--- config.mk ---
export PLATFORM = sky130hd
export DESIGN_NAME = ansi_escape_stripper
export DESIGN_NICKNAME = d
export VERILOG_FILES = /design/src/design/aesc_pkg.sv /design/src/design/aesc_ram.sv /design/src/design/aesc_ctrl.sv /design/src/design/aesc_dp.sv /design/src/design/ansi_escape_stripper.sv
export SDC_FILE = /design/constraint.sdc
export NUM_CORES = 1
export LEC_CHECK = 0
export ABC_AREA = 1
export BUFFER_PORTS_ARGS = -buffer_cell sky130_fd_sc_hd__buf_4
export CAP_MARGIN = 15
export CORE_ASPECT_RATIO = 2
export CORE_MARGIN = 2
export CORE_UTILIZATION = 56
export DETAILED_ROUTE_END_ITERATION = 6
export MAX_ROUTING_LAYER = met4
export PLACE_DENSITY_LB_ADDON = 0.25
export RECOVER_POWER = 25
export SYNTH_ARGS = -nofsm -noshare
export SYNTH_HDL_FRONTEND = slang
export SYNTH_SLANG_ARGS = --single-unit
--- constraint.sdc ---
create_clock -name clk_i -period 4.5 [get_ports clk_i]
set_input_delay 0.225 -clock clk_i [delete_from_list [all_inputs] [get_ports clk_i]]
set_output_delay 0.225 -clock clk_i [all_outputs]
set_load 0.05 [all_outputs]
--- src/design/aesc_pkg.sv ---
`timescale 1ns / 1ps
// ----------------------------------------------------------------------------
// aesc_pkg
// Shared constants, types and the UTF-8 rune check of the escape stripper.
// ----------------------------------------------------------------------------
package aesc_pkg;

  localparam int MAX_PENDING = 48;
  localparam int RUNE_BYTES  = 4;
  localparam int BUF_DEPTH   = 64;
  localparam int PTR_W       = $clog2(BUF_DEPTH);
  localparam int CNT_W       = 6;
  localparam int HCNT_W      = 3;

  localparam logic [7:0] CH_ESC   = 8'h1B;
  localparam logic [7:0] CH_BEL   = 8'h07;
  localparam logic [7:0] CH_BS    = 8'h08;
  localparam logic [7:0] CH_SO    = 8'h0E;
  localparam logic [7:0] CH_SI    = 8'h0F;
  localparam logic [7:0] CH_NL    = 8'h0A;
  localparam logic [7:0] CH_AT    = 8'h40;
  localparam logic [7:0] CH_SEMI  = 8'h3B;
  localparam logic [7:0] CH_BSL   = 8'h5C;
  localparam logic [7:0] CH_LBR   = 8'h5B;
  localparam logic [7:0] CH_RBR   = 8'h5D;
  localparam logic [7:0] CH_LPAR  = 8'h28;
  localparam logic [7:0] CH_RPAR  = 8'h29;
  localparam logic [7:0] CH_0     = 8'h30;
  localparam logic [7:0] CH_9     = 8'h39;
  localparam logic [7:0] CH_LA    = 8'h61;
  localparam logic [7:0] CH_LZ    = 8'h7A;
  localparam logic [7:0] CH_UA    = 8'h41;
  localparam logic [7:0] CH_UZ    = 8'h5A;
  localparam logic [7:0] CH_SP    = 8'h20;
  localparam logic [7:0] CH_TILDE = 8'h7E;
  localparam logic [7:0] CH_HI    = 8'h80;

  localparam logic [3:0] PH_TEXT      = 4'd0;
  localparam logic [3:0] PH_ESC       = 4'd1;
  localparam logic [3:0] PH_CSI       = 4'd2;
  localparam logic [3:0] PH_OSC_DIGIT = 4'd3;
  localparam logic [3:0] PH_OSC_SEMI  = 4'd4;
  localparam logic [3:0] PH_OSC_FIRST = 4'd5;
  localparam logic [3:0] PH_OSC_BODY  = 4'd6;
  localparam logic [3:0] PH_OSC_ESC   = 4'd7;
  localparam logic [3:0] PH_RUNE      = 4'd8;

  typedef logic [RUNE_BYTES-1:0][7:0] bytes_t;

  // A cleared struct means a valid rune that is not complete yet.
  typedef struct packed {
    logic       invalid;
    logic [2:0] len;
  } rune_st_t;

  typedef struct packed {
    logic accept;
    logic rd;
    logic proc;
    logic endres;
    logic flush;
    logic fin;
  } cmd_t;

  typedef struct packed {
    logic can_emit;
    logic need_flush;
    logic held_any;
    logic more_n;
    logic seq_n;
    logic held_n;
    logic last;
  } sts_t;

  function automatic rune_st_t rune_status(input bytes_t b, input logic [CNT_W-1:0] n,
                                           input logic utf8);
    rune_st_t   st;
    logic [7:0] lead;
    logic [7:0] lo;
    logic [7:0] hi;
    logic [7:0] l2;
    logic [7:0] h2;
    logic [2:0] len;
    logic       bad;
    st   = '0;
    lead = b[0];
    lo   = 8'h80;
    hi   = 8'hBF;
    len  = 3'd1;
    bad  = 1'b0;
    if (lead >= CH_HI) begin
      if (!utf8) begin
        bad = 1'b1;
      end
      if (lead >= 8'hC2 && lead <= 8'hDF) begin
        len = 3'd2;
      end else if (lead >= 8'hE0 && lead <= 8'hEF) begin
        len = 3'd3;
      end else if (lead >= 8'hF0 && lead <= 8'hF4) begin
        len = 3'd4;
      end else begin
        bad = 1'b1;
      end
      if (int'(len) > RUNE_BYTES) begin
        bad = 1'b1;
      end
      if (lead == 8'hE0) lo = 8'hA0;
      if (lead == 8'hED) hi = 8'h9F;
      if (lead == 8'hF0) lo = 8'h90;
      if (lead == 8'hF4) hi = 8'h8F;
      for (int i = 1; i < RUNE_BYTES; i++) begin
        l2 = (i == 1) ? lo : 8'h80;
        h2 = (i == 1) ? hi : 8'hBF;
        if (i < int'(len) && i < int'(n) && (b[i] < l2 || b[i] > h2)) begin
          bad = 1'b1;
        end
      end
    end
    if (n == '0) begin
      st = '0;
    end else if (bad) begin
      st.invalid = 1'b1;
    end else if (n < CNT_W'(len)) begin
      st = '0;
    end else begin
      st.len = len;
    end
    return st;
  endfunction

endpackage

--- src/design/aesc_ram.sv ---
`timescale 1ns / 1ps
// ----------------------------------------------------------------------------
// aesc_ram
// Generic single-write, single-read RAM with a registered read port.
// ----------------------------------------------------------------------------
module aesc_ram #(
  parameter int WIDTH = 8,
  parameter int DEPTH = 64
) (
  input  logic                     clk_i,
  input  logic                     we_i,
  input  logic [$clog2(DEPTH)-1:0] waddr_i,
  input  logic [WIDTH-1:0]         wdata_i,
  input  logic                     re_i,
  input  logic [$clog2(DEPTH)-1:0] raddr_i,
  output logic [WIDTH-1:0]         rdata_o
);

  logic [WIDTH-1:0] mem [DEPTH];
  logic [WIDTH-1:0] rdata_q;

  always_ff @(posedge clk_i) begin
    if (we_i) begin
      mem[waddr_i] <= wdata_i;
    end
    if (re_i) begin
      rdata_q <= mem[raddr_i];
    end
  end

  assign rdata_o = rdata_q;

endmodule

--- src/design/aesc_ctrl.sv ---
`timescale 1ns / 1ps
// ----------------------------------------------------------------------------
// aesc_ctrl
// Sequencer of the escape stripper: accept, read, process, resolve, flush, finish.
// ----------------------------------------------------------------------------
module aesc_ctrl
  import aesc_pkg::*;
(
  input  logic clk_i,
  input  logic rst_ni,
  input  logic in_valid_i,
  output logic in_ready_o,
  input  sts_t sts_i,
  output cmd_t cmd_o
);

  localparam logic [2:0] S_IDLE  = 3'd0;
  localparam logic [2:0] S_READ  = 3'd1;
  localparam logic [2:0] S_PROC  = 3'd2;
  localparam logic [2:0] S_ENDR  = 3'd3;
  localparam logic [2:0] S_FLUSH = 3'd4;
  localparam logic [2:0] S_FIN   = 3'd5;

  logic [2:0] state_q;
  logic [2:0] state_d;
  logic [2:0] after;

  // Where to go once the current byte and its side effects are done.
  always_comb begin
    if (sts_i.more_n) begin
      after = S_READ;
    end else if (sts_i.last && sts_i.seq_n) begin
      after = S_ENDR;
    end else if (sts_i.last && sts_i.held_n) begin
      after = S_FLUSH;
    end else begin
      after = S_FIN;
    end
  end

  always_comb begin
    state_d = state_q;
    cmd_o   = '0;
    case (state_q)
      S_IDLE: begin
        if (in_valid_i) begin
          cmd_o.accept = 1'b1;
          state_d      = S_READ;
        end
      end
      S_READ: begin
        cmd_o.rd = 1'b1;
        state_d  = S_PROC;
      end
      S_PROC: begin
        if (sts_i.can_emit) begin
          cmd_o.proc = 1'b1;
          state_d    = sts_i.need_flush ? S_FLUSH : after;
        end
      end
      S_ENDR: begin
        if (sts_i.can_emit) begin
          cmd_o.endres = 1'b1;
          state_d      = sts_i.need_flush ? S_FLUSH : after;
        end
      end
      S_FLUSH: begin
        if (sts_i.held_any) begin
          cmd_o.flush = sts_i.can_emit;
        end else begin
          state_d = after;
        end
      end
      S_FIN: begin
        if (sts_i.can_emit) begin
          cmd_o.fin = 1'b1;
          state_d   = S_IDLE;
        end
      end
      default: begin
        state_d = S_IDLE;
      end
    endcase
  end

  always_ff @(posedge clk_i or negedge rst_ni) begin
    if (!rst_ni) begin
      state_q <= S_IDLE;
    end else begin
      state_q <= state_d;
    end
  end

  assign in_ready_o = (state_q == S_IDLE);

endmodule

--- src/design/aesc_dp.sv ---
`timescale 1ns / 1ps
// ----------------------------------------------------------------------------
// aesc_dp
// Datapath: byte buffer, sequence parser, held tail and output staging.
// ----------------------------------------------------------------------------
module aesc_dp
  import aesc_pkg::*;
(
  input  logic       clk_i,
  input  logic       rst_ni,
  input  logic       cfg_we_i,
  input  logic       cfg_wdata_i,
  input  logic [7:0] in_byte_i,
  input  logic       in_last_i,
  input  logic       out_ready_i,
  input  cmd_t       cmd_i,
  output sts_t       sts_o,
  output logic       out_valid_o,
  output logic [7:0] out_byte_o,
  output logic       byte_valid_o,
  output logic       run_last_o,
  output logic       text_end_o
);

  logic              utf8_q;
  logic [PTR_W-1:0]  w_q, w_d, r_q, r_d, s_q, s_d;
  logic [CNT_W-1:0]  cnt_q, cnt_d;
  logic [3:0]        phase_q, phase_d;
  bytes_t            rb_q, rb_d, held_q, held_d;
  logic [HCNT_W-1:0] hcnt_q, hcnt_d;
  logic              fresh_q, fresh_d, nl_q, nl_d, last_q, last_d;
  logic              stg_v_q, stg_v_d;
  logic [7:0]        stg_b_q, stg_b_d;
  logic              out_v_q, out_v_d;
  logic [7:0]        out_b_q, out_b_d;
  logic              out_bv_q, out_bv_d, out_rl_q, out_rl_d, out_te_q, out_te_d;

  logic [7:0]        c;
  bytes_t            mrg, kheld, fshift;
  logic [7:0]        kb;
  logic              full;
  logic [HCNT_W-1:0] kcnt, lb;
  bytes_t            res_arr;
  logic [CNT_W-1:0]  res_len, res_nn;
  rune_st_t          rs;
  logic              rkeep;
  logic [2:0]        rr;
  logic [PTR_W-1:0]  r_new;
  logic              emit_v;
  logic [7:0]        emit_b;
  logic              removal, do_keep, do_res, succ, app, fail;
  logic [3:0]        ph_n;
  logic              can_emit;

  aesc_ram #(
    .WIDTH(8),
    .DEPTH(BUF_DEPTH)
  ) u_buf (
    .clk_i  (clk_i),
    .we_i   (cmd_i.accept),
    .waddr_i(w_q),
    .wdata_i(in_byte_i),
    .re_i   (cmd_i.rd),
    .raddr_i(r_q),
    .rdata_o(c)
  );

  // Length of the rune that ends the held tail; a broken rune counts as one byte.
  function automatic logic [HCNT_W-1:0] lookback(input bytes_t h, input logic [HCNT_W-1:0] n,
                                                 input logic utf8);
    logic [7:0]        lastb;
    logic              fnd;
    logic [HCNT_W-1:0] fk;
    logic [HCNT_W-1:0] len;
    bytes_t            sh;
    rune_st_t          st;
    logic [HCNT_W-1:0] res;
    lastb = h[0];
    fnd   = 1'b0;
    fk    = '0;
    res   = HCNT_W'(1);
    for (int j = 0; j < RUNE_BYTES; j++) begin
      if (n == HCNT_W'(j + 1)) lastb = h[j];
    end
    for (int k = 0; k < RUNE_BYTES - 1; k++) begin
      if (HCNT_W'(k + 2) <= n && h[k][7:6] != 2'b10) begin
        fnd = 1'b1;
        fk  = HCNT_W'(k);
      end
    end
    len = n - fk;
    sh  = bytes_t'(h >> {fk, 3'b000});
    st  = rune_status(sh, CNT_W'(len), utf8);
    if (lastb >= CH_HI && utf8 && fnd && !st.invalid && st.len == len) begin
      res = len;
    end
    return res;
  endfunction

  assign can_emit = !out_v_q || out_ready_i;

  // Bytes after the ESC with the byte in hand merged in at its offset.
  always_comb begin
    mrg = rb_q;
    for (int j = 0; j < RUNE_BYTES; j++) begin
      if (cnt_q == CNT_W'(j + 1)) mrg[j] = c;
    end
  end

  // Appending to the held tail; when full the oldest byte leaves for output.
  always_comb begin
    kb   = (phase_q == PH_TEXT && !cmd_i.endres) ? c : CH_ESC;
    full = (hcnt_q == HCNT_W'(RUNE_BYTES));
    if (full) begin
      kheld                 = bytes_t'(held_q >> 8);
      kheld[RUNE_BYTES - 1] = kb;
      kcnt                  = hcnt_q;
    end else begin
      kheld = held_q;
      for (int j = 0; j < RUNE_BYTES; j++) begin
        if (hcnt_q == HCNT_W'(j)) kheld[j] = kb;
      end
      kcnt = hcnt_q + HCNT_W'(1);
    end
    fshift = bytes_t'(held_q >> 8);
    lb     = lookback(held_q, hcnt_q, utf8_q);
  end

  // Fallback of a failed match: ESC plus rune removed, or ESC kept as text.
  always_comb begin
    if (cmd_i.endres) begin
      res_arr = rb_q;
      res_len = cnt_q - CNT_W'(1);
      res_nn  = cnt_q;
    end else begin
      res_arr = mrg;
      res_len = cnt_q;
      res_nn  = cnt_q + CNT_W'(1);
    end
    rs    = rune_status(res_arr, res_len, utf8_q);
    rkeep = (res_nn < CNT_W'(2)) || (res_arr[0] == CH_NL);
    rr    = (res_arr[0] >= CH_HI && !rs.invalid && rs.len != 3'd0) ? rs.len : 3'd1;
    r_new = rkeep ? s_q + PTR_W'(1) : s_q + PTR_W'(1) + PTR_W'(rr);
  end

  always_comb begin
    w_d     = w_q;
    r_d     = r_q;
    s_d     = s_q;
    cnt_d   = cnt_q;
    phase_d = phase_q;
    rb_d    = rb_q;
    held_d  = held_q;
    hcnt_d  = hcnt_q;
    fresh_d = fresh_q;
    nl_d    = nl_q;
    last_d  = last_q;
    emit_v  = 1'b0;
    emit_b  = held_q[0];
    removal = 1'b0;
    do_keep = 1'b0;
    do_res  = 1'b0;
    succ    = 1'b0;
    app     = 1'b0;
    fail    = 1'b0;
    ph_n    = phase_q;

    if (cmd_i.accept) begin
      w_d    = w_q + PTR_W'(1);
      last_d = in_last_i;
    end

    if (cmd_i.proc) begin
      if (phase_q == PH_TEXT) begin
        r_d = r_q + PTR_W'(1);
        if (c == CH_ESC) begin
          s_d     = r_q;
          cnt_d   = CNT_W'(1);
          phase_d = PH_ESC;
        end else if (c == CH_SO || c == CH_SI) begin
          removal = 1'b1;
        end else if (c == CH_BS && !fresh_q && !nl_q && hcnt_q != '0) begin
          hcnt_d  = hcnt_q - lb;
          removal = 1'b1;
        end else begin
          do_keep = 1'b1;
        end
      end else if (cnt_q >= CNT_W'(MAX_PENDING)) begin
        fail = 1'b1;
      end else begin
        case (phase_q)
          PH_ESC: begin
            if (c == CH_NL) begin
              fail = 1'b1;
            end else if (c == CH_BSL || c == CH_LBR || c == CH_LPAR || c == CH_RPAR) begin
              app  = 1'b1;
              ph_n = PH_CSI;
            end else if (c == CH_RBR) begin
              app  = 1'b1;
              ph_n = PH_OSC_DIGIT;
            end else if (c < CH_HI) begin
              succ = 1'b1;
            end else if (rs.invalid) begin
              fail = 1'b1;
            end else if (rs.len != 3'd0) begin
              succ = 1'b1;
            end else begin
              app  = 1'b1;
              ph_n = PH_RUNE;
            end
          end
          PH_RUNE: begin
            if (rs.invalid) begin
              fail = 1'b1;
            end else if (rs.len != 3'd0) begin
              succ = 1'b1;
            end else begin
              app = 1'b1;
            end
          end
          PH_CSI: begin
            if ((c >= CH_0 && c <= CH_9) || c == CH_SEMI) begin
              app = 1'b1;
            end else if ((c >= CH_LA && c <= CH_LZ) || (c >= CH_UA && c <= CH_UZ)
                         || c == CH_AT) begin
              succ = 1'b1;
            end else begin
              fail = 1'b1;
            end
          end
          PH_OSC_DIGIT: begin
            if (c >= CH_0 && c <= CH_9) begin
              app  = 1'b1;
              ph_n = PH_OSC_SEMI;
            end else begin
              fail = 1'b1;
            end
          end
          PH_OSC_SEMI: begin
            if (c == CH_SEMI) begin
              app  = 1'b1;
              ph_n = PH_OSC_FIRST;
            end else begin
              fail = 1'b1;
            end
          end
          PH_OSC_FIRST: begin
            if (c >= CH_SP && c <= CH_TILDE) begin
              app  = 1'b1;
              ph_n = PH_OSC_BODY;
            end else begin
              fail = 1'b1;
            end
          end
          PH_OSC_BODY: begin
            if (c >= CH_SP && c <= CH_TILDE) begin
              app = 1'b1;
            end else if (c == CH_BEL) begin
              succ = 1'b1;
            end else if (c == CH_ESC) begin
              app  = 1'b1;
              ph_n = PH_OSC_ESC;
            end else begin
              fail = 1'b1;
            end
          end
          PH_OSC_ESC: begin
            if (c == CH_BSL) begin
              succ = 1'b1;
            end else begin
              fail = 1'b1;
            end
          end
          default: begin
            fail = 1'b1;
          end
        endcase
      end
    end

    if (cmd_i.endres || fail) begin
      do_res = 1'b1;
    end

    if (app) begin
      rb_d    = mrg;
      cnt_d   = cnt_q + CNT_W'(1);
      phase_d = ph_n;
      r_d     = r_q + PTR_W'(1);
    end

    if (succ) begin
      cnt_d   = '0;
      phase_d = PH_TEXT;
      r_d     = r_q + PTR_W'(1);
      removal = 1'b1;
    end

    // The failing byte and everything after the removed part is read again.
    if (do_res) begin
      cnt_d   = '0;
      phase_d = PH_TEXT;
      r_d     = r_new;
      if (rkeep) begin
        do_keep = 1'b1;
      end else begin
        removal = 1'b1;
      end
    end

    if (do_keep) begin
      held_d  = kheld;
      hcnt_d  = kcnt;
      emit_v  = full;
      fresh_d = 1'b0;
      nl_d    = (kb == CH_NL);
    end

    if (removal) begin
      fresh_d = 1'b1;
      nl_d    = 1'b0;
    end

    if (cmd_i.flush && hcnt_q != '0) begin
      emit_v = 1'b1;
      held_d = fshift;
      hcnt_d = hcnt_q - HCNT_W'(1);
    end

    if (cmd_i.fin && last_q) begin
      fresh_d = 1'b1;
      nl_d    = 1'b0;
    end
  end

  // The newest emitted byte waits in a stage until it is known whether it ends the run.
  always_comb begin
    stg_v_d  = stg_v_q;
    stg_b_d  = stg_b_q;
    out_v_d  = out_v_q && !out_ready_i;
    out_b_d  = out_b_q;
    out_bv_d = out_bv_q;
    out_rl_d = out_rl_q;
    out_te_d = out_te_q;
    if (emit_v) begin
      if (stg_v_q) begin
        out_v_d  = 1'b1;
        out_b_d  = stg_b_q;
        out_bv_d = 1'b1;
        out_rl_d = 1'b0;
        out_te_d = 1'b0;
      end
      stg_v_d = 1'b1;
      stg_b_d = emit_b;
    end
    if (cmd_i.fin) begin
      if (stg_v_q || last_q) begin
        out_v_d  = 1'b1;
        out_b_d  = stg_v_q ? stg_b_q : 8'h00;
        out_bv_d = stg_v_q;
        out_rl_d = 1'b1;
        out_te_d = last_q;
      end
      stg_v_d = 1'b0;
    end
  end

  always_ff @(posedge clk_i or negedge rst_ni) begin
    if (!rst_ni) begin
      utf8_q  <= 1'b1;
      w_q     <= '0;
      r_q     <= '0;
      s_q     <= '0;
      cnt_q   <= '0;
      phase_q <= PH_TEXT;
      hcnt_q  <= '0;
      fresh_q <= 1'b1;
      nl_q    <= 1'b0;
      last_q  <= 1'b0;
      stg_v_q <= 1'b0;
      out_v_q <= 1'b0;
    end else begin
      if (cfg_we_i) begin
        utf8_q <= cfg_wdata_i;
      end
      w_q     <= w_d;
      r_q     <= r_d;
      s_q     <= s_d;
      cnt_q   <= cnt_d;
      phase_q <= phase_d;
      hcnt_q  <= hcnt_d;
      fresh_q <= fresh_d;
      nl_q    <= nl_d;
      last_q  <= last_d;
      stg_v_q <= stg_v_d;
      out_v_q <= out_v_d;
    end
  end

  always_ff @(posedge clk_i) begin
    rb_q     <= rb_d;
    held_q   <= held_d;
    stg_b_q  <= stg_b_d;
    out_b_q  <= out_b_d;
    out_bv_q <= out_bv_d;
    out_rl_q <= out_rl_d;
    out_te_q <= out_te_d;
  end

  always_comb begin
    sts_o.can_emit   = can_emit;
    sts_o.need_flush = removal && (hcnt_d != '0)
                       || (do_keep && kb == CH_NL);
    sts_o.held_any   = (hcnt_q != '0);
    sts_o.more_n     = (r_d != w_q);
    sts_o.seq_n      = (phase_d != PH_TEXT);
    sts_o.held_n     = (hcnt_d != '0);
    sts_o.last       = last_q;
  end

  assign out_valid_o  = out_v_q;
  assign out_byte_o   = out_b_q;
  assign byte_valid_o = out_bv_q;
  assign run_last_o   = out_rl_q;
  assign text_end_o   = out_te_q;

endmodule

--- src/design/ansi_escape_stripper.sv ---
`timescale 1ns / 1ps
// ----------------------------------------------------------------------------
// ansi_escape_stripper
// Removes terminal escape sequences, SO/SI and backspaced runes from a text.
// ----------------------------------------------------------------------------
// One input byte is handled at a time. A plain text byte goes through accept,
// a read of the byte buffer RAM, the parse step, and a closing step that
// marks the last result of the byte. Every byte re-read after a failed
// sequence match goes through a buffer read and a parse step again, and a
// sequence still open at the end of the text is resolved in a step of its own.
// Held bytes, after a removal, a newline or at the end of the text, are released
// one by one as the output takes them; the release ends when none are held.
// Results of one byte leave through a one-deep stage and an output register,
// so a slow consumer only pauses the parser. The rune mode bit may be written
// at any cycle while the block is idle.
module ansi_escape_stripper
  import aesc_pkg::*;
(
  input  logic       clk_i,
  input  logic       rst_ni,
  input  logic       cfg_we_i,
  input  logic       cfg_wdata_i,
  input  logic       in_valid_i,
  output logic       in_ready_o,
  input  logic [7:0] in_byte_i,
  input  logic       in_last_i,
  output logic       out_valid_o,
  input  logic       out_ready_i,
  output logic [7:0] out_byte_o,
  output logic       byte_valid_o,
  output logic       run_last_o,
  output logic       text_end_o
);

  cmd_t cmd;
  sts_t sts;

  aesc_ctrl u_ctrl (
    .clk_i     (clk_i),
    .rst_ni    (rst_ni),
    .in_valid_i(in_valid_i),
    .in_ready_o(in_ready_o),
    .sts_i     (sts),
    .cmd_o     (cmd)
  );

  aesc_dp u_dp (
    .clk_i       (clk_i),
    .rst_ni      (rst_ni),
    .cfg_we_i    (cfg_we_i),
    .cfg_wdata_i (cfg_wdata_i),
    .in_byte_i   (in_byte_i),
    .in_last_i   (in_last_i),
    .out_ready_i (out_ready_i),
    .cmd_i       (cmd),
    .sts_o       (sts),
    .out_valid_o (out_valid_o),
    .out_byte_o  (out_byte_o),
    .byte_valid_o(byte_valid_o),
    .run_last_o  (run_last_o),
    .text_end_o  (text_end_o)
  );

endmodule

==> out/metrics.csv <==
metric,value,unit
outcome,finished with violations,
violated checks,"capacitance limit, slew limit, setup timing",
Post-synth top flop,edfxtp_1,
critical path arrival,5.65,ns
cell count after synthesis,2476,
worst path buffer plus inverter count,3,
Slew Limit Fails,520,
global-route wire length before repair,118000,um
post-route clock period utilization,113,%
crit path max fanout,7,
Most common cell on crit path,nand2_1,
placed cell count,3217,
DIE AREA,0.0517,mm2
CP startpoint kind,register,
GR Overflow Total,0,
row cnt,115,
share of cells above drive strength 1,16.1,%
most frequent cells after synthesis,"edfxtp_1 (572), nand2_1 (446), a21oi_1 (294)",
cell with the most instances after synthesis,edfxtp_1,
Worst setup EP type,register,
Syn Area/Cell,11.3,um2
Hold Slack,0.0423,ns
Setup Crit Path Kind,register to register,
"EDFF count, synth",572,
DRT antenna net count,0,
register area,0.0186,mm2
Reg2Reg Depth,37,
largest net degree at the start of global routing,107,
Layout fillers,3722,
Via Count,20570,
Buffers on Ports,27,
Synth area leaders,"edfxtp_1 (62%), nand2_1 (6.0%), a21oi_1 (5.3%)",
Crit path max-delay family,simple AND/OR/NAND/NOR gates,
PwrDens,690,mW/mm2
post-synthesis cell area,0.0279,mm2
Hold Path Stages,5,
Initial Util,56.7,%
Total GRT Usage,31.0,%
RR Endpoint,u_ctrl.state_q[1],
drt via density,6.16,
CTS tree,built,
router iterations before antenna repair,5,
Slew @ Worst Pin,3.23,ns
RSZ-0062 raised after global routing,yes,
pre-CTS WS,-0.602,ns
RD Place Congestion,0.984,
Nets,2698,
vias in the first global route,20931,
post-route cell area,0.0321,mm2
Non-Filler Instances,3338,
initial DRC count,1878,
Max Cap Viol,8,
post-synthesis async set-or-reset flop share,6.34,%
final WL,78600,um
TritonCTS buffer count,53,
Critical Path RT,5.05,ns
Layout area overhead,15.3,%
Syn. warnings,0,
core area,0.0492,mm2
Peak VDD IR,584,uV
min-delay src,in_valid_i,
Clock transition at path regs,0.07,ns
Top Ports,28,
H-Tree Depth,2,
final setup fails,5,
worst setup margin,-0.600,ns
min cycle time layout,5.10,ns
Pwr Total,22200,uW
Clock Path Buffers,3,
Num Clock Sinks,631,
clk_lat worst skew,0.61,ns
Die Ht,320,um
Synth Net Count,2521,
DRC violations left,0,
leading area contributor after synthesis,edfxtp_1,
leakage,0.0119,uW
final hold vios,0,
hold crit path type,primary input to register,
Ant. Diodes,0,
post-detail-place hpwl,51900,um
DP Area,0.0299,mm2
#FFs+latches synth,631,
Die W,162,um
clock skew,0.0235,ns
Worst R2R Start,u_dp.hcnt_q[0],
Hold Path Sink,u_ctrl.state_q[0],
CTS root buf,clkbuf_16,
Worst path slowest cell,fa_1,
Max Clk Rate,196,MHz
area fraction of the dominant cell type after synthesis,61.6,%
initial antenna violation count,0,
relative slew slack,-116,%
Worst R2R Setup Slack,-0.60,ns
"slowest stage delay, CP",0.50,ns
Avg WL per Cell,23.6,um
"Seq/Total Area, Yosys",66.6,%
area of the multi-input gates,0.00837,mm2
synth unique cells,62,
==> power by group <==
| group | switching [uW] | leakage, uW | internal, uW |
|---|---|---|---|
| combinational | 6500 | 0.00520 | 3320 |
| clock | 2120 | 0.000880 | 2780 |
| sequential | 449 | 0.00580 | 7000 |
| total | 9070 | 0.0119 | 13100 |
==> metrics by stage <==
stage / TNS (ns) / utilization (%)
after floorplan: -0.314 / -
after global placement: -1.37 / 60.8
after detailed placement: -1.88 / 60.8
after CTS: -1.69 / 64.9
after global routing: -4.40 / 65.3
final: -2.16 / 65.3
==> registers in the layout, summed over array words and instances, names as in the netlist, 3 cells and up <==
register / count
u_dp.out_byte_o: 8
u_dp.hcnt_q: 3
u_dp.s_q: 6
u_dp.u_buf.mem: 512
u_dp.phase_q: 4
u_dp.fshift: 24
u_dp.rb_q: 20
u_dp.emit_b: 8
u_dp.cnt_q: 6
u_dp.w_q: 6
u_dp.u_buf.rdata_o: 8
u_dp.r_q: 6
u_ctrl.state_q: 3
u_dp.stg_b_q: 8
==> timing repair <==
action                                  4_1_cts  5_1_grt
hold endpoints to repair                     40        0
gates resized for setup                      20       39
endpoints found under the setup margin        5       45
pin swaps                                     9        9
gates cloned                                  0        1
hold buffers                                  4        0
setup buffers                                11       10
==> how the worst max path moves through the flow <==
| stage | start | end | slack (ns) | cells past startpoint |
|---|---|---|---|---|
| 5_1_grt | u_dp.hcnt_q[0] | u_ctrl.state_q[1] | -1.01 | 37 |
| 2_1_floorplan | u_dp.hcnt_q[0] | u_ctrl.state_q[0] | -0.14 | 37 |
| 3_5_place_dp | u_dp.hcnt_q[1] | u_ctrl.state_q[1] | -0.60 | 37 |
| 4_1_cts | u_dp.hcnt_q[0] | u_ctrl.state_q[1] | -0.49 | 37 |
| 6_report | u_dp.hcnt_q[0] | u_ctrl.state_q[1] | -0.60 | 37 |
| 3_3_place_gp | u_dp.hcnt_q[1] | u_ctrl.state_q[1] | -0.49 | 37 |
==> cells in the final DEF (no fill, tap or decap), types with 6 or more instances in the layout <==
master | synthesis | layout
dfxtp_1 | 19 | 19
nand3_1 | 126 | 122
o21ai_1 | 7 | 6
nand3_2 | 8 | 13
clkinv_1 | 3 | 8
a21oi_2 | 2 | 6
xor2_1 | 13 | 13
nor2_2 | 6 | 8
bufinv_16 | 0 | 9
o21ai_0 | 151 | 147
inv_2 | 5 | 13
o221ai_1 | 130 | 130
nand2_2 | 17 | 23
nor2_1 | 172 | 167
a21oi_1 | 294 | 290
buf_4 | 4 | 221
edfxtp_1 | 572 | 572
o211ai_1 | 7 | 7
nor3_1 | 27 | 25
clkbuf_16 | 0 | 54
clkbuf_1 | 99 | 15
nor4_1 | 10 | 10
nor2_4 | 5 | 8
dfrtp_1 | 38 | 33
nand2_1 | 446 | 434
ha_1 | 27 | 23
nand4_1 | 30 | 30
clkinvlp_4 | 0 | 7
nand2_4 | 4 | 10
inv_1 | 170 | 161
o22ai_1 | 6 | 6
==> worst register-to-register path: cells and delay by family (launching register included) <==
kind / cells / cell delay [ns]
AO/OA/AOI/OAI: 8 / 1.08
adder cells (fa/ha/maj): 4 / 1.11
buffers and inverters: 3 / 0.22
flip-flops: 1 / 0.43
AND/OR/NAND/NOR: 22 / 2.22
==> per-layer routing <==
metal	vias to the layer above	GRT usage, %	part of all wire (%)
met5	-	-	0
met4	0	20.4	7.8
met3	292	3.42	5.9
met2	964	55.6	54
met1	9952	31.4	32
li1	9362	-	-
==> cells by family (layout without fill, tap and decap cells) <==
logic type	count (synthesis)	count (layout)	synth area share (%)
AO/OA/AOI/OAI	625	625	13.4
AND/OR/NAND/NOR	870	871	13.7
XOR/XNOR	18	18	0.565
adder cells (fa/ha/maj)	30	30	1.43
flip-flops	631	631	66.6
buffers and inverters	301	519	4.31
multiplexers	1	1	0.0359
==> layout make-up <==
| type | instances | area share (%) |
|---|---|---|
| tap | 643 | 2.50 |
| multi-input combinational | 1545 | 26.0 |
| inverter | 180 | 2.15 |
| clock buffer | 64 | 4.41 |
| timing repair buffer | 242 | 5.79 |
| clock inverter | 33 | 1.34 |
| sequential | 631 | 57.8 |
(Power assumes the default switching activity.)
